==> config.mk <==
export PLATFORM = sky130hd
export DESIGN_NAME = window_threshold_alarm_monitor
export DESIGN_NICKNAME = d
export VERILOG_FILES = /design/src/wta_pkg.sv /design/src/window_threshold_alarm_monitor.sv
export SDC_FILE = /design/constraint.sdc
export NUM_CORES = 1
export LEC_CHECK = 0
export BUFFER_PORTS_ARGS = -buffer_cell sky130_fd_sc_hd__buf_2
export CAP_MARGIN = 25
export CORE_ASPECT_RATIO = 1.2
export CORE_UTILIZATION = 55
export CTS_CLUSTER_DIAMETER = 120
export CTS_CLUSTER_SIZE = 14
export DETAILED_ROUTE_END_ITERATION = 12
export PLACE_DENSITY = 0.79
export RECOVER_POWER = 50
export SLEW_MARGIN = 25
export SYNTH_ARGS = -nofsm -noshare
export SYNTH_HDL_FRONTEND = slang
export SYNTH_SLANG_ARGS = --single-unit
==> constraint.sdc <==
create_clock -name i_clk -period 5.2 [get_ports i_clk]
set_clock_uncertainty 0.1 [all_clocks]
set_input_delay 1.3 -clock i_clk [delete_from_list [all_inputs] [get_ports i_clk]]
set_output_delay 1.3 -clock i_clk [all_outputs]
set_load 0.005 [all_outputs]
==> src/wta_pkg.sv <==
// Package for the window threshold alarm monitor.
// Holds field widths, stream packing offsets and zone codes.
// No dependencies; used by the top level and its checker.
`default_nettype none

package wta_pkg;

    // Field widths.
    localparam int IDX_W  = 6;
    localparam int VAL_W  = 32;
    localparam int CODE_W = 16;
    localparam int ZONE_W = 2;

    typedef logic [ZONE_W-1:0] t_zone;

    // Zone codes.
    localparam t_zone ZONE_NORMAL = 2'd0;
    localparam t_zone ZONE_ABOVE  = 2'd1;
    localparam t_zone ZONE_BELOW  = 2'd2;

    // Slave-side packing: tuser carries the sensor index, tdata the rest.
    localparam int S_TUSER_W   = IDX_W;
    localparam int S_VALUE_LSB = 0;
    localparam int S_UPPER_LSB = S_VALUE_LSB + VAL_W;
    localparam int S_LOWER_LSB = S_UPPER_LSB + VAL_W;
    localparam int S_UCODE_LSB = S_LOWER_LSB + VAL_W;
    localparam int S_LCODE_LSB = S_UCODE_LSB + CODE_W;
    localparam int S_NCODE_LSB = S_LCODE_LSB + CODE_W;
    localparam int S_TDATA_W   = S_NCODE_LSB + CODE_W;

    // Master-side packing: tuser carries the sensor id, tdata the rest.
    localparam int M_TUSER_W   = IDX_W;
    localparam int M_ZONE_LSB  = 0;
    localparam int M_CODE_LSB  = M_ZONE_LSB + ZONE_W;
    localparam int M_ALARM_BIT = M_CODE_LSB + CODE_W;
    localparam int M_HLTH_BIT  = M_ALARM_BIT + 1;
    localparam int M_USED_W    = M_HLTH_BIT + 1;
    localparam int M_TDATA_W   = ((M_USED_W + 7) / 8) * 8;

endpackage

`default_nettype wire

==> src/window_threshold_alarm_monitor.sv <==
// Top level of the window threshold alarm monitor: compare, zone memory,
// alarm count and output register. Depends on wta_pkg.
`default_nettype none

// Channel   Dir  Handshake                 tuser         tdata
// s_axis    in   i_s_axis_tvalid/o_tready  sensor_index  value, upper, lower, codes
// m_axis    out  o_m_axis_tvalid/i_tready  sensor_id     zone, code, alarm, health
//
// One sample can be taken every cycle unless the clearing pass or a stalled
// output holds the input. A sample is compared against its limits in the
// cycle it is accepted while its old zone is read from the zone memory;
// the second stage then compares zones and, on a zone change only, writes
// the memory back and loads the output register, which drives tvalid.
// Forwarding of the last write-back lets samples for the same sensor follow
// each other back to back. After reset a clearing pass writes every zone
// entry to normal with o_s_axis_tready low. A stalled output register
// holds a zone change in the second stage, which then holds the input.

module window_threshold_alarm_monitor #(
    parameter int SENSOR_COUNT = 64
) (
    input  wire logic                           i_clk,
    input  wire logic                           i_rst_n,
    // Slave side.
    input  wire logic                           i_s_axis_tvalid,
    output logic                                o_s_axis_tready,
    // tdata from bit 0: value, upper_limit, lower_limit, upper_code,
    // lower_code, normal_code.
    input  wire logic [wta_pkg::S_TDATA_W-1:0]  i_s_axis_tdata,
    // tuser from bit 0: sensor_index.
    input  wire logic [wta_pkg::S_TUSER_W-1:0]  i_s_axis_tuser,
    // Master side.
    output logic                                o_m_axis_tvalid,
    input  wire logic                           i_m_axis_tready,
    // tdata from bit 0: new_zone, reaction_code, alarm_active,
    // health_update, then zero padding.
    output logic [wta_pkg::M_TDATA_W-1:0]       o_m_axis_tdata,
    // tuser from bit 0: sensor_id.
    output logic [wta_pkg::M_TUSER_W-1:0]       o_m_axis_tuser
);

    // Memory address width and alarm counter width follow the sensor count.
    localparam int AW = (SENSOR_COUNT > 1) ? $clog2(SENSOR_COUNT) : 1;
    localparam int CW = $clog2(SENSOR_COUNT + 1);

    // Zone memory: one entry per sensor, synchronous read and write.
    wta_pkg::t_zone r_zone_mem [SENSOR_COUNT];

    // Clearing pass after reset.
    logic          r_clr_busy;
    logic [AW-1:0] r_clr_addr;

    // Stage one: the accepted sample's zone, selected code and read data.
    logic                         r_s1_valid;
    logic [AW-1:0]                r_s1_addr;
    logic [wta_pkg::IDX_W-1:0]    r_s1_idx;
    wta_pkg::t_zone               r_s1_zone;
    logic [wta_pkg::CODE_W-1:0]   r_s1_code;
    wta_pkg::t_zone               r_rdata;

    // Forwarding of the last write-back, which the memory read of the
    // following sample cannot see yet.
    logic           r_fwd_valid;
    logic [AW-1:0]  r_fwd_addr;
    wta_pkg::t_zone r_fwd_zone;

    // Global alarm state.
    logic [CW-1:0] r_count;
    logic          r_alarm;
    logic [CW-1:0] n_count;
    logic          n_alarm;

    // Output register.
    logic                        r_out_valid;
    logic [wta_pkg::IDX_W-1:0]   r_out_id;
    wta_pkg::t_zone              r_out_zone;
    logic [wta_pkg::CODE_W-1:0]  r_out_code;
    logic                        r_out_alarm;
    logic                        r_out_health;

    // Input field views.
    logic signed [wta_pkg::VAL_W-1:0] w_value;
    logic signed [wta_pkg::VAL_W-1:0] w_upper;
    logic signed [wta_pkg::VAL_W-1:0] w_lower;
    logic [wta_pkg::CODE_W-1:0]       w_ucode;
    logic [wta_pkg::CODE_W-1:0]       w_lcode;
    logic [wta_pkg::CODE_W-1:0]       w_ncode;
    logic [wta_pkg::IDX_W-1:0]        w_idx;
    logic [AW-1:0]                    w_addr;
    logic                             w_in_range;
    wta_pkg::t_zone                   w_zone;
    logic [wta_pkg::CODE_W-1:0]       w_code;

    logic           w_s_acc;
    wta_pkg::t_zone w_old_zone;
    logic           w_changed;
    logic           w_health;
    logic           w_s1_go;

    assign w_value = i_s_axis_tdata[wta_pkg::S_VALUE_LSB +: wta_pkg::VAL_W];
    assign w_upper = i_s_axis_tdata[wta_pkg::S_UPPER_LSB +: wta_pkg::VAL_W];
    assign w_lower = i_s_axis_tdata[wta_pkg::S_LOWER_LSB +: wta_pkg::VAL_W];
    assign w_ucode = i_s_axis_tdata[wta_pkg::S_UCODE_LSB +: wta_pkg::CODE_W];
    assign w_lcode = i_s_axis_tdata[wta_pkg::S_LCODE_LSB +: wta_pkg::CODE_W];
    assign w_ncode = i_s_axis_tdata[wta_pkg::S_NCODE_LSB +: wta_pkg::CODE_W];
    assign w_idx   = i_s_axis_tuser[wta_pkg::IDX_W-1:0];
    assign w_addr  = AW'(w_idx);

    // Samples for sensors beyond the table are taken and dropped.
    assign w_in_range = (int'(w_idx) < SENSOR_COUNT);

    // Window compare; with crossed limits the upper compare wins.
    always_comb begin
        if (w_value >= w_upper) begin
            w_zone = wta_pkg::ZONE_ABOVE;
            w_code = w_ucode;
        end else if (w_value <= w_lower) begin
            w_zone = wta_pkg::ZONE_BELOW;
            w_code = w_lcode;
        end else begin
            w_zone = wta_pkg::ZONE_NORMAL;
            w_code = w_ncode;
        end
    end

    // Stage two: zone change detection and alarm bookkeeping.
    always_comb begin
        if (r_fwd_valid && (r_fwd_addr == r_s1_addr)) begin
            w_old_zone = r_fwd_zone;
        end else begin
            w_old_zone = r_rdata;
        end
        w_changed = (r_s1_zone != w_old_zone);
        n_count   = r_count;
        n_alarm   = r_alarm;
        w_health  = 1'b0;
        if (r_s1_zone != wta_pkg::ZONE_NORMAL) begin
            // Moving between above and below leaves the count alone.
            if (w_old_zone == wta_pkg::ZONE_NORMAL) begin
                n_count = r_count + CW'(1);
            end
            if (!r_alarm) begin
                n_alarm  = 1'b1;
                w_health = 1'b1;
            end
        end else begin
            if (r_count != '0) begin
                n_count = r_count - CW'(1);
            end
            if (r_alarm) begin
                n_alarm  = (n_count != '0);
                w_health = 1'b1;
            end
        end
    end

    // Stage two completes unless it has a result and the output is blocked.
    assign w_s1_go = r_s1_valid && (!w_changed || !r_out_valid || i_m_axis_tready);

    assign o_s_axis_tready = !r_clr_busy && (!r_s1_valid || w_s1_go);
    assign w_s_acc         = i_s_axis_tvalid && o_s_axis_tready;

    // Control state.
    always_ff @(posedge i_clk) begin
        if (!i_rst_n) begin
            r_clr_busy  <= 1'b1;
            r_clr_addr  <= '0;
            r_s1_valid  <= 1'b0;
            r_fwd_valid <= 1'b0;
            r_count     <= '0;
            r_alarm     <= 1'b0;
            r_out_valid <= 1'b0;
        end else begin
            if (r_clr_busy) begin
                r_clr_addr <= r_clr_addr + AW'(1);
                if (r_clr_addr == AW'(SENSOR_COUNT - 1)) begin
                    r_clr_busy <= 1'b0;
                end
            end
            if (w_s_acc) begin
                r_s1_valid <= w_in_range;
            end else if (w_s1_go) begin
                r_s1_valid <= 1'b0;
            end
            if (w_s1_go) begin
                r_fwd_valid <= 1'b1;
            end
            if (w_s1_go && w_changed) begin
                r_count     <= n_count;
                r_alarm     <= n_alarm;
                r_out_valid <= 1'b1;
            end else if (i_m_axis_tready) begin
                r_out_valid <= 1'b0;
            end
        end
    end

    // Payload registers.
    always_ff @(posedge i_clk) begin
        if (w_s_acc) begin
            r_s1_addr <= w_addr;
            r_s1_idx  <= w_idx;
            r_s1_zone <= w_zone;
            r_s1_code <= w_code;
        end
        if (w_s1_go) begin
            r_fwd_addr <= r_s1_addr;
            r_fwd_zone <= r_s1_zone;
        end
        if (w_s1_go && w_changed) begin
            r_out_id     <= r_s1_idx;
            r_out_zone   <= r_s1_zone;
            r_out_code   <= r_s1_code;
            r_out_alarm  <= n_alarm;
            r_out_health <= w_health;
        end
    end

    // Zone memory: the clearing pass owns the write port until it ends.
    always_ff @(posedge i_clk) begin
        if (r_clr_busy) begin
            r_zone_mem[r_clr_addr] <= wta_pkg::ZONE_NORMAL;
        end else if (w_s1_go && w_changed) begin
            r_zone_mem[r_s1_addr] <= r_s1_zone;
        end
        if (w_s_acc) begin
            r_rdata <= r_zone_mem[w_addr];
        end
    end

    assign o_m_axis_tvalid = r_out_valid;
    assign o_m_axis_tuser  = r_out_id;
    always_comb begin
        o_m_axis_tdata = '0;
        o_m_axis_tdata[wta_pkg::M_ZONE_LSB +: wta_pkg::ZONE_W] = r_out_zone;
        o_m_axis_tdata[wta_pkg::M_CODE_LSB +: wta_pkg::CODE_W] = r_out_code;
        o_m_axis_tdata[wta_pkg::M_ALARM_BIT] = r_out_alarm;
        o_m_axis_tdata[wta_pkg::M_HLTH_BIT]  = r_out_health;
    end

endmodule

`default_nettype wire

==> Yosys cells after proc, flatten, opt, wreduce, memory -nomap -nowiden <==
Memories as Yosys holds them, arrays and structs flattened. A register that Yosys moved wholly into a read port is not among the register bits.
Cells that the tools add are included.
{ "word_totals": {"mem_count": 1, "out_inout_bits": 32, "mem_bits_rw": 128, "register_bits": 76, "input_bits": 154} }
{ "mem_list": {"columns": ["name", "depth", "word_bits", "rd", "rd_clocked_by_memory_dff", "write_ports", "line_no", "text"], "rows": [
  ["r_zone_mem", 64, 2, 1, 1, 1, "window_threshold_alarm_monitor.sv:47", "wta_pkg::t_zone r_zone_mem [SENSOR_COUNT];"]
]} }
{ "classes": {"eq_ne": 4, "order_cmp": 2, "reduce_logical": 20, "n_addsub": 3, "n_mux": 27} }
{ "ops": {"columns": ["operator", "n"], "rows": [
  [">= comparator 32 bit", 1],
  ["less-or-equal comparator 32 bit", 1],
  ["two-way mux 16 bit", 2],
  ["two-way mux 7 bit", 4],
  ["two-way mux 1 bit", 17],
  ["nonzero test 7 bit", 2],
  ["adder 7 x 1 -> 7 bit (second input constant)", 1],
  ["subtractor 7 x 1 -> 7 bit (second input constant)", 1],
  ["adder 6 x 1 -> 6 bit (second input constant)", 1],
  ["equality test 6 bit", 1],
  ["equality test 6 bit (second input constant)", 1],
  ["two-way mux 2 bit", 3],
  ["two-way mux 6 bit", 1],
  ["nonzero test 2 bit", 3],
  ["logical AND 1 bit", 5],
  ["zero test 1 bit", 4],
  ["logical OR 1 bit", 3],
  ["zero test 2 bit", 1],
  ["!= test 2 x 1 -> 1 bit (second input constant)", 1],
  ["!= test 2 bit", 1],
  ["AND reduction 2 bit", 1],
  ["OR reduction 2 bit", 1]
]} }

==> Logic depth before layout (Yosys ltp) <==
Gate-level depths: netlist of run 1.
{ "logic_depth": {"ltp_word": 14, "depth_mapped": 11, "depth_no_buf": 10} }

==> Worst setup path before layout of run 1 <==
OpenSTA, ideal clock, no wires.
{ "synth_timing": {"path_type": "input to register", "startpoint": "input port i_s_axis_tdata[69] in the netlist's numbering", "endpoint": "register r_s1_code[6] in the netlist's numbering, data pin", "t_required_ns": 4.838, "setup_slack_ns": 1.026, "stages": 11, "arrival_ns": 3.812, "setup_ns": 0.262, "cell_sequence": "inv_1 -> ha_1 -> a211o_1 -> a21oi_1 -> nor3_1 -> o31a_1 -> or4_4 -> mux2i_4 -> buf_6 -> mux2_1 -> mux2_1"} }
{ "synth_between": {"elab_chain_cells": 3} }
{ "synth_rtl": {"columns": ["item", "line_no", "text"], "rows": [
  ["start: declaration", "window_threshold_alarm_monitor.sv:29", "input wire logic [wta_pkg::S_TDATA_W-1:0] i_s_axis_tdata,"],
  ["less-or-equal comparator 32 bit", "window_threshold_alarm_monitor.sv:117", "end else if (w_value <= w_lower) begin"],
  ["two-way mux 16 bit", "window_threshold_alarm_monitor.sv:117", null],
  ["two-way mux 16 bit", "window_threshold_alarm_monitor.sv:114", "if (w_value >= w_upper) begin"],
  ["net w_code (one bit)", "window_threshold_alarm_monitor.sv:92", "logic [wta_pkg::CODE_W-1:0] w_code;"],
  ["end signal: assignment", "window_threshold_alarm_monitor.sv:204", "r_s1_code <= w_code;"],
  ["end: declaration", "window_threshold_alarm_monitor.sv:58", "logic [wta_pkg::CODE_W-1:0] r_s1_code;"]
]} }
The timed path passes the listed nets, and every way through them passes these cells.
A chain may end at the register's enable or synchronous reset.

==> Final worst setup path of run 1 <==
{ "layout_timing": {"startpoint": "input port i_s_axis_tdata[28] in the netlist's numbering", "endpoint": "register r_s1_code[6] in the netlist's numbering, data pin"} }
{ "layout_between": {"elab_chain_cells": 3, "word_cells_on_any_way": 4} }
{ "layout_rtl": {"columns": ["item", "line_no"], "rows": [
  ["less-or-equal comparator 32 bit", "window_threshold_alarm_monitor.sv:117"],
  ["two-way mux 16 bit", "window_threshold_alarm_monitor.sv:117"],
  ["two-way mux 16 bit *", "window_threshold_alarm_monitor.sv:114"],
  ["net w_code (one bit)", "window_threshold_alarm_monitor.sv:92"]
]} }
Mark *: on every way through the listed nets, which the timed path passes. The rest lies on a longest branch.

==> results of run 1 <==
[layout by cell type (no fill, tap or decap), drive strengths merged, types with 4 or more instances in the layout]
cell type | Yosys | routed
a211oi | 8 | 8
a21boi | 5 | 5
a21o | 4 | 4
a21oi | 22 | 22
a31oi | 6 | 6
a32oi | 5 | 5
and2 | 5 | 5
and3 | 4 | 4
buf | 16 | 158
clkbuf | 18 | 64
conb | 1 | 4
dfxtp | 18 | 18
edfxtp | 188 | 188
ha | 68 | 68
inv | 72 | 71
mux2 | 34 | 34
mux2i | 10 | 10
mux4 | 42 | 42
nand2 | 33 | 33
nand2b | 5 | 5
nand3 | 14 | 14
nand4 | 16 | 16
nor2 | 97 | 97
nor2b | 16 | 16
nor3 | 18 | 18
nor3b | 4 | 4
nor4 | 5 | 5
o211ai | 6 | 6
o21a | 7 | 7
o21ai | 15 | 15
or2 | 4 | 4
xnor2 | 11 | 11
xor2 | 4 | 4
[sequential cells by signal, summed over array words and instances, names as in the netlist, 2 cells and up]
register	cells
o_m_axis_tuser	6
r_clr_addr	6
r_count	7
r_fwd_addr	6
r_fwd_zone	2
r_out_code	16
r_out_zone	2
r_rdata	2
r_s1_code	16
r_s1_idx	6
r_s1_zone	2
r_zone_mem	128
[per-stage QoR]
step | hold WS [ns] | total power [mW] | instance area (µm²) | utilization
final | 0.3196 | 3.415 | 12330 | 0.6518
after global routing | 0.3246 | 3.533 | 12330 | 0.6518
after CTS | 0.3231 | 3.434 | 12380 | 0.6542
after detailed placement | 0.3065 | 2.184 | 11840 | 0.6256
after global placement | 0.3011 | 2.171 | 11840 | 0.6256
after floorplan | 0.3003 | 2.053 | 10670 | -
[worst max path at each step]
stage                     cells after the start           end  slack [ns]
after detailed placement                     10  r_s1_code[6]        0.49
after global placement                       10  r_s1_code[2]        0.55
after floorplan                              11  r_s1_code[6]        1.03
after CTS                                    10  r_s1_code[6]        0.97
after global routing                         10  r_s1_code[0]        0.75
final                                        10  r_s1_code[6]        0.92
[logic make-up (layout without fill, tap and decap cells)]
family / count (synthesis) / count (layout) / share of synthesized area
AOI/OAI and AO/OA: 100 / 100 / 0.06458
muxes: 86 / 86 / 0.1353
and+or+nand+nor: 230 / 230 / 0.1036
other: 1 / 5 / 0.0003519
buffers and inverters: 106 / 296 / 0.04051
adders and majority gates: 68 / 68 / 0.07984
xor gates and xnor gates: 15 / 15 / 0.01233
DFF: 206 / 206 / 0.5636
[layer usage]
layer	track usage	vias to the layer above
li1	-	3413
met1	0.3115	3599
met2	0.4340	301
met3	0.03390	64
met4	0.1031	0
met5	0	-
[power groups by stage]
stage	clock [mW]	sequential, mW	combinational, mW
6_report	1.27	1.80	0.346
5_1_grt	1.35	1.80	0.383
4_1_cts	1.28	1.80	0.347
3_5_place_dp	0	1.84	0.344
3_3_place_gp	0	1.84	0.332
2_1_floorplan	0	1.84	0.217
[cell type report]
type	instances	area (µm²)	area share
clock buffer	30	495.5	0.04017
inverter	72	270.3	0.02191
tap	256	320.3	0.02597
antenna	1	2.502	0.0002029
multi-input combinational	503	4254	0.3449
clock inverter	2	46.29	0.003753
timing repair buffer	192	939.7	0.07618
sequential	206	6006	0.4869
[worst reg2reg max path, cell delays in order (launching register included)]
cell and delay (ns):
edfxtp_1 0.58, xnor2_1 0.28, nand4_1 0.14, o22ai_1 0.19, nand2_1 0.09, o211ai_1 0.17, clkbuf_1 0.51, or2_1 0.53
mux2i_1 0.76, nor2_1 0.16
==> impl_metrics.py, run 1 <==
metrics = {
    "outcome": {
        "status": "finished with violations",
        "violations": "max-capacitance violations, max-slew violations",
    },
    "placement": {
        "place_ws_ns": 0.4923,
        "dp_hpwl_um": 17480,
        "gp_congestion": 0.9356,
        "portBuffers": 181,
        "dp.cells": 1229,
    },
    "cells_and_area": {
        "fin_cells": 1262,
        "layout-drive-gt1-share": 0.2517,
        "fin_nets": 1215,
        "fillers": 1373,
        "areaGrowthSynthToFinish_pct": 15.74,
    },
    "setup_path": {
        "critical-path-top-delay-family": "simple AND/OR/NAND/NOR gates",
        "crit_buf_inv": 1,
        "criticalPathCategory": "input pin to flip-flop",
        "r2r_start": "r_s1_idx[4]",
        "reg2reg_slack_ns": 1.39,
        "end_kind": "flip-flop",
        "crit_path_top_delay_cell": "mux2i_4",
        "worstSetupStartpoint": "i_s_axis_tdata[28]",
        "path_cells": "buf_2 > ha_1 > nand4_1 > nor4_2 > nand3_1 > nor4_1 > or4_4 > mux2i_4 > mux2_1 > mux2_1",
        "r2r_cells": 9,
        "path_common_cell": "mux2_1",
        "crit_arrival_ns": 4.41,
        "slowest_delay_ns": 0.62,
        "r2r_end": "r_zone_mem[20][0]",
        "critPathRequiredTime_ns": 5.33,
        "cp-start-kind": "input pin",
        "crit_fanout": 17,
    },
    "synth": {
        "avgSynthCellArea_um2": 13.12,
        "synth_edf_count": 188,
        "ys_ff_latch": 206,
        "synth_common_cells": "edfxtp_1, nor2_1, inv_1, ha_1, mux4_2",
        "yosys.area.top_type": "edfxtp_1",
        "yosysMostFrequentCell": "edfxtp_1",
        "synth_top_area_frac": 0.5298,
        "synth_area_leaders": "edfxtp_1, mux4_2, ha_1",
        "synth_ff_type": "edfxtp_1",
        "syn_inst": 812,
        "yosysSeqAreaShare": 0.5636,
        "netlist_area_um2": 10660,
        "async_flop_share": 0,
        "yosys_warnings": 0,
        "yosysUniqueCellTypes": 60,
    },
    "power_and_ir_drop": {
        "p_comb_frac": 0.101,
        "p_sw_frac": 0.2172,
        "peakVddDrop_v": 0.0001807,
        "pwr-share-clk": 0.371,
        "power_frac_seq": 0.528,
        "switchingPower_mw": 0.7417,
        "cellLeakagePower_nw": 4.637,
        "p_int_mw": 2.674,
        "power_density_nw_per_um2": 276.9,
    },
    "detailed_routing": {
        "vias_per_cell": 5.845,
        "post-route-drc-count": 0,
        "dr_wl_met2_um": 12240,
        "ant_nets": 0,
        "routed_wl_um": 24380,
        "wl_met1_um": 9731,
        "drt_pass1_iterations": 5,
        "dr_wl_met3_um": 1440,
        "wire_per_inst_um": 19.32,
        "drt_iter0_markers": 695,
        "top_layer_used": "met4",
        "via_count": 7377,
    },
    "clocking": {
        "clock_latency_ns": 0.48,
        "postCtsSetupBuffers": 0,
        "cts_buffer_depth": 3,
        "htree_levels": 1,
        "clk_pin_slew_worst_paths_ns": 0.06,
        "cts_tree": "yes",
        "ctsResizeCount": 0,
        "cts_sinks": 206,
        "cts-root-buf": "clkbuf_16",
        "cts_hold_buf": 0,
        "cts_buffers": 18,
    },
    "global_route": {
        "first_global_vias": 7300,
        "grt_overflow": 0,
        "grt_pass1_wl_um": 37770,
        "antenna_found_initial": 1,
        "grt_max_degree": 65,
        "track_usage": 0.2491,
    },
    "floorplanning": {
        "core_area_um2": 18920,
        "die-height_um": 154.5,
        "rows": 55,
        "die_area_um2": 19940,
        "die_x_um": 129.1,
        "start_util": 0.5631,
        "ioPinCount": 186,
    },
    "timing": {
        "rsz0062_at_grt": "no",
        "post-route-min-period_ns": 4.281,
        "hold_viol": 0,
        "maxClockFrequency_mhz": 233.6,
        "slew_headroom": -0.3185,
        "finalCritPeriodShare": 0.8232,
        "tns_ns": 0,
        "finalWorstSetupSlack_ns": 0.9194,
        "finalSetupViolations": 0,
        "drv_slew": 34,
        "worst_slew_pin_slew_ns": 1.978,
    },
    "min_path": {
        "min_path_type": "flip-flop to flip-flop",
        "whs_path_depth": 0,
        "worstHoldStart": "r_s1_code[4]",
        "hold_end": "r_out_code[4]",
    },
    "job": {
        "maxCapViolCount": 1,
    },
}
No activity file was read; power rests on OpenSTA's default activity.
==> run 2, diff against run 1 <==
--- a/config.mk
+++ b/config.mk
@@ -5,14 +5,15 @@
 export SDC_FILE = /design/constraint.sdc
 export NUM_CORES = 1
 export LEC_CHECK = 0
+export ABC_AREA = 1
 export BUFFER_PORTS_ARGS = -buffer_cell sky130_fd_sc_hd__buf_2
 export CAP_MARGIN = 25
 export CORE_ASPECT_RATIO = 1.2
-export CORE_UTILIZATION = 55
+export CORE_UTILIZATION = 51
 export CTS_CLUSTER_DIAMETER = 120
 export CTS_CLUSTER_SIZE = 14
 export DETAILED_ROUTE_END_ITERATION = 12
-export PLACE_DENSITY = 0.79
+export PLACE_DENSITY = 0.76
 export RECOVER_POWER = 50
 export SLEW_MARGIN = 25
 export SYNTH_ARGS = -nofsm -noshare
==> constraint.sdc (replaced) <==
create_clock -name i_clk -period 3.5 [get_ports i_clk]
set_clock_uncertainty 0.1 [all_clocks]
set_input_delay 0.875 -clock i_clk [delete_from_list [all_inputs] [get_ports i_clk]]
set_output_delay 0.875 -clock i_clk [all_outputs]
set_load 0.005 [all_outputs]
==> run 2 against run 1 <==
The run ends with design-rule violations left. Synthesized cell count increased by 41%. Sequential share of layout area shrank 1.4 points. First-iteration DRC count down 2.6%. Via count rose by 21%. Non-clock buffer count rose by 10. Worst hold slack lost 0.0078 ns. Highest routed layer unchanged.
==> impl_metrics.py, run 2 <==
metrics = {
    "global_route": {
        "grt_max_degree": 66,
        "track_usage": 0.2454,
        "first_global_vias": 8612,
        "grt_overflow": 0,
        "antenna_found_initial": 2,
        "grt_pass1_wl_um": 41960,
    },
    "detailed_routing": {
        "via_count": 8897,
        "drt_iter0_markers": 677,
        "top_layer_used": "met4",
        "wire_per_inst_um": 16.49,
        "post-route-drc-count": 1,
        "ant_nets": 0,
        "dr_wl_met3_um": 1519,
        "drt_pass1_iterations": 9,
        "vias_per_cell": 5.506,
        "wl_met1_um": 10300,
        "routed_wl_um": 26640,
        "dr_wl_met2_um": 13570,
    },
    "timing": {
        "worst_slew_pin_slew_ns": 1.448,
        "finalCritPeriodShare": 0.9279,
        "tns_ns": 0,
        "maxClockFrequency_mhz": 307.9,
        "post-route-min-period_ns": 3.248,
        "rsz0062_at_grt": "no",
        "drv_slew": 0,
        "finalSetupViolations": 0,
        "slew_headroom": 0.03481,
        "finalWorstSetupSlack_ns": 0.2522,
        "hold_viol": 0,
    },
    "floorplanning": {
        "rows": 58,
        "die_area_um2": 21880,
        "die_x_um": 135.2,
        "start_util": 0.5196,
        "core_area_um2": 20900,
        "die-height_um": 161.8,
        "ioPinCount": 186,
    },
    "clocking": {
        "cts_hold_buf": 0,
        "cts_sinks": 206,
        "clock_latency_ns": 0.50,
        "cts_tree": "yes",
        "clk_pin_slew_worst_paths_ns": 0.07,
        "cts_buffer_depth": 3,
        "cts-root-buf": "clkbuf_16",
        "htree_levels": 1,
        "cts_buffers": 18,
    },
    "placement": {
        "place_ws_ns": 0.07548,
        "placed_cell_area_um2": 12120,
        "portBuffers": 181,
        "gp_congestion": 0.9447,
        "dp_hpwl_um": 18930,
    },
    "cells_and_area": {
        "fin_nets": 1558,
        "largest_reg_flops": 128,
        "mostFrequentLayoutCells": "nand2_1, edfxtp_1, nor2_1, buf_2, inv_1",
        "regMostFlops": "r_zone_mem",
        "regArea_um2": 6006,
        "multi_input_area_um2": 4249,
        "design_area_um2": 12700,
        "final_core_util": 0.6075,
        "areaGrowthSynthToFinish_pct": 16.91,
        "fillers": 1763,
        "top_regs": "r_zone_mem (128), r_out_code (16), r_s1_code (16)",
        "final_common_cell": "nand2_1",
        "layout-drive-gt1-share": 0.1793,
    },
    "min_path": {
        "min_path_type": "flip-flop to flip-flop",
        "worstHoldStart": "r_s1_code[10]",
        "hold_end": "r_out_code[10]",
        "whs_path_depth": 0,
    },
    "synth": {
        "async_flop_share": 0,
        "ys_ff_latch": 206,
        "synth_ff_type": "edfxtp_1",
        "syn_inst": 1147,
        "synth_top_area_frac": 0.5199,
        "yosys_warnings": 0,
        "yosys.area.top_type": "edfxtp_1",
        "yosysUniqueCellTypes": 39,
        "avgSynthCellArea_um2": 9.467,
        "yosysMostFrequentCell": "nand2_1",
        "synth_edf_count": 188,
        "yosysSeqAreaShare": 0.5531,
        "netlist_area_um2": 10860,
        "synth_area_leaders": "edfxtp_1, ha_1, nand2_1",
        "synth_common_cells": "nand2_1, edfxtp_1, nor2_1, inv_1, o21ai_0",
    },
    "setup_path": {
        "path_common_cell": "nand2_1",
        "critical-path-top-delay-family": "simple AND/OR/NAND/NOR gates",
        "critPathRequiredTime_ns": 3.57,
        "r2r_end": "r_zone_mem[60][0]",
        "cp-start-kind": "flip-flop",
        "cp.depth": 13,
        "crit_fanout": 16,
        "crit_arrival_ns": 3.32,
        "path_cells": "inv_2 > nand2_1 > nand2_1 > nand3_1 > nor2_2 > nand2_1 > nand3_1 > nand2_1 > nand2_4 > nand4_4 > o21ai_4 > nand4_2 > nor2_1",
        "crit_path_top_delay_cell": "edfxtp_1",
        "crit_buf_inv": 1,
        "end_kind": "flip-flop",
        "slowest_delay_ns": 0.52,
        "reg2reg_slack_ns": 0.25,
        "r2r_start": "r_s1_idx[5]",
        "r2r_cells": 13,
        "criticalPathCategory": "flip-flop to flip-flop",
    },
    "job": {
        "maxCapViolCount": 0,
    },
    "power_and_ir_drop": {
        "p_comb_frac": 0.117,
        "p_sw_frac": 0.2365,
        "report.power.total_mw": 5.142,
        "p_int_mw": 3.926,
        "switchingPower_mw": 1.216,
        "cellLeakagePower_nw": 5.410,
        "peakVddDrop_v": 0.0003722,
        "pwr-share-clk": 0.363,
        "power_frac_seq": 0.520,
        "power_density_nw_per_um2": 405.0,
    },
    "outcome": {
        "violations": "design-rule violations",
        "status": "finished with violations",
    },
}
[run 2: layout make-up]
| class | count | area share |
|---|---|---|
| Tap cell | 270 | 0.02661 |
| Sequential cell | 206 | 0.4730 |
| Inverter | 137 | 0.04050 |
| Antenna cell | 2 | 0.0003942 |
| Timing Repair Buffer | 202 | 0.08328 |
| Multi-Input combinational cell | 771 | 0.3347 |
| Clock inverter | 2 | 0.003646 |
| Clock buffer | 26 | 0.03784 |
[run 2: timing repair]
item / in CTS / in global routing
setup endpoints to repair: 0 / 113
buffers inserted: 0 / 6
gates resized for setup: 0 / 6
[run 2: kinds of logic (layout without fill, tap and decap cells)]
kind of cell             after synthesis  count (layout)  synth area share
XOR/XNOR                               5               5          0.004033
AND/OR/NAND/NOR                      469             469            0.1840
AO/OA/AOI/OAI                        225             225            0.1176
other                                  1               6         0.0003453
flip-flops                           206             206            0.5531
adder cells (fa/ha/maj)               68              68           0.07835
buffers and inverters                173             367           0.06256
[run 2: how the worst max path moves through the flow]
stage / endpoint / startpoint / slack [ns]
after floorplan: r_zone_mem[0][0] / r_s1_idx[1] / -0.19
after global placement: r_s1_code[10] / i_s_axis_tdata[15] / 0.21
after global routing: r_zone_mem[44][0] / r_s1_idx[5] / 0.003
after detailed placement: r_s1_code[5] / i_s_axis_tdata[31] / 0.08
after CTS: r_zone_mem[31][1] / r_s1_idx[1] / 0.14
final: r_zone_mem[60][0] / r_s1_idx[5] / 0.25
[run 2: layer usage]
layer | global-route usage | vias to the layer above
met4 | 0.1144 | 0
met1 | 0.2929 | 4154
met5 | 0 | -
li1 | - | 4310
met3 | 0.02840 | 93
met2 | 0.4385 | 340
[run 2: power by group through the flow]
stage	Combinational, mW	Clock (mW)	Sequential [mW]
CTS	0.595	1.90	2.67
global route	0.677	1.98	2.67
global placement	0.574	0	2.73
floorplan	0.363	0	2.73
detailed placement	0.590	0	2.73
finish	0.601	1.87	2.67
[run 2: per-stage QoR]
| step | hold slack (ns) | std cells |
|---|---|---|
| after floorplan | 0.3003 | 1150 |
| after global placement | 0.3007 | 1580 |
| after detailed placement | 0.3045 | 1580 |
| after CTS | 0.3150 | 1608 |
| after global routing | 0.3186 | 1616 |
| final | 0.3118 | 1616 |
==> run 3, diff against run 2 <==
--- a/config.mk
+++ b/config.mk
@@ -9,11 +9,11 @@
 export BUFFER_PORTS_ARGS = -buffer_cell sky130_fd_sc_hd__buf_2
 export CAP_MARGIN = 25
 export CORE_ASPECT_RATIO = 1.2
-export CORE_UTILIZATION = 51
+export CORE_UTILIZATION = 55
 export CTS_CLUSTER_DIAMETER = 120
-export CTS_CLUSTER_SIZE = 14
+export CTS_CLUSTER_SIZE = 20
 export DETAILED_ROUTE_END_ITERATION = 12
-export PLACE_DENSITY = 0.76
+export PLACE_DENSITY_LB_ADDON = 0.15
 export RECOVER_POWER = 50
 export SLEW_MARGIN = 25
 export SYNTH_ARGS = -nofsm -noshare
==> constraint.sdc (replaced) <==
create_clock -name i_clk -period 3.7 [get_ports i_clk]
set_clock_uncertainty 0.1 [all_clocks]
set_input_delay 0.925 -clock i_clk [delete_from_list [all_inputs] [get_ports i_clk]]
set_output_delay 0.925 -clock i_clk [all_outputs]
set_load 0.005 [all_outputs]
==> run 3 against run 2 <==
The run now ends clean. Worst hold slack better by 0.013 ns. Flip-flop and latch count stayed put. Core utilization is 4.2 points higher. Sequential share of layout area is 1.1 points higher. Critical endpoint is now r_zone_mem[22][0]. Largest cell class unchanged.
==> impl_metrics.py, run 3 (same netlist as run 2, synthesis figures left out) <==
metrics = {
    "power_and_ir_drop": {
        "peakVddDrop_v": 0.0003474,
        "report.power.total_mw": 4.596,
        "cellLeakagePower_nw": 5.284,
        "power_density_nw_per_um2": 370.1,
    },
    "floorplanning": {
        "start_util": 0.5676,
        "die_x_um": 130.3,
        "die-height_um": 155.9,
        "core_area_um2": 19130,
        "die_area_um2": 20310,
        "ioPinCount": 186,
        "rows": 55,
    },
    "placement": {
        "dp.cells": 1566,
        "portBuffers": 181,
        "dp_hpwl_um": 19130,
        "place_ws_ns": 0.2391,
        "gp_congestion": 0.9511,
        "placed_cell_area_um2": 12070,
    },
    "cells_and_area": {
        "multi_input_area_um2": 4195,
        "largest_reg_flops": 128,
        "fin_cells": 1592,
        "final_core_util": 0.6491,
        "layout-drive-gt1-share": 0.1634,
        "top_regs": "r_zone_mem (128), r_out_code (16), r_s1_code (16)",
        "mostFrequentLayoutCells": "nand2_1, edfxtp_1, nor2_1, buf_2, inv_1",
        "design_area_um2": 12420,
        "areaGrowthSynthToFinish_pct": 14.36,
        "regMostFlops": "r_zone_mem",
        "regArea_um2": 6006,
        "final_common_cell": "nand2_1",
        "fin_nets": 1548,
        "fillers": 1636,
    },
    "global_route": {
        "grt_pass1_wl_um": 41190,
        "antenna_found_initial": 2,
        "first_global_vias": 8574,
        "grt_max_degree": 65,
        "track_usage": 0.2640,
        "grt_overflow": 0,
    },
    "timing": {
        "drv_slew": 0,
        "slew_headroom": 0.04822,
        "post-route-min-period_ns": 3.352,
        "finalSetupViolations": 0,
        "finalWorstSetupSlack_ns": 0.3483,
        "hold_viol": 0,
        "tns_ns": 0,
        "rsz0062_at_grt": "no",
        "worst_slew_pin_slew_ns": 1.428,
        "finalCritPeriodShare": 0.9059,
        "whs_ns": 0.3243,
        "maxClockFrequency_mhz": 298.4,
    },
    "job": {
        "maxCapViolCount": 0,
    },
    "outcome": {
        "status": "completed",
    },
    "clocking": {
        "htree_levels": 1,
        "cts_buffer_depth": 3,
        "clk_pin_slew_worst_paths_ns": 0.08,
        "cts_sinks": 206,
        "postCtsSetupBuffers": 0,
        "cts-root-buf": "clkbuf_16",
        "cts_tree": "yes",
        "ctsResizeCount": 0,
        "cts_hold_buf": 0,
        "clock_latency_ns": 0.48,
        "cts_buffers": 14,
    },
    "setup_path": {
        "end_kind": "flip-flop",
        "crit_arrival_ns": 3.40,
        "criticalPathCategory": "flip-flop to flip-flop",
        "critPathRequiredTime_ns": 3.75,
        "crit_fanout": 18,
        "cp-start-kind": "flip-flop",
    },
    "min_path": {
        "min_path_type": "flip-flop to flip-flop",
    },
    "detailed_routing": {
        "drt_pass1_iterations": 6,
        "post-route-drc-count": 0,
        "routed_wl_um": 26060,
        "drt_iter0_markers": 466,
        "via_count": 8643,
        "wire_per_inst_um": 16.37,
        "ant_nets": 0,
        "vias_per_cell": 5.429,
    },
}
## run 3: cell type report
type / instances / share of cell area
clock inverters: 1 / 0.001310
repair buffers: 196 / 0.07698
inverters: 137 / 0.04141
clock buffers: 23 / 0.03264
multi-input cells: 771 / 0.3378
diodes: 2 / 0.0004030
well taps: 256 / 0.02579
flip-flops and latches: 206 / 0.4836
## run 3: worst paths after layout
check / slack (ns) / endpoint / cells after the start / startpoint
setup / recovery: 0.35 / r_zone_mem[22][0] / 13 / r_s1_idx[1]
hold / removal: 0.32 / r_out_code[9] / 0 / r_s1_code[9]
setup reg to reg: 0.35 / r_zone_mem[22][0] / 13 / r_s1_idx[1]
hold reg to reg: 0.32 / r_out_code[9] / 0 / r_s1_code[9]
## run 3: layer usage
layer	routed length, µm	GRT usage
met4	975	0.1124
met1	10380	0.3187
met5	0	0
met2	13300	0.4688
met3	1402	0.03429
## run 3: where the power goes
part / leakage, nW / internal [mW] / switching [mW]
clock: 0.202 / 0.767 / 0.749
sequential: 1.89 / 2.52 / 0.00386
combinational: 3.19 / 0.212 / 0.343
## run 3: critical path: stages (launching register included)
cell	delay, ns
edfxtp_1	0.54
inv_2	0.17
nand2_1	0.06
nand2_1	0.06
nand3_1	0.11
nor2_2	0.17
nand2_1	0.08
nand3_1	0.09
nand2_1	0.09
nand2_4	0.09
nand4_4	0.30
o21ai_2	0.47
nand4_2	0.39
nor2_1	0.30
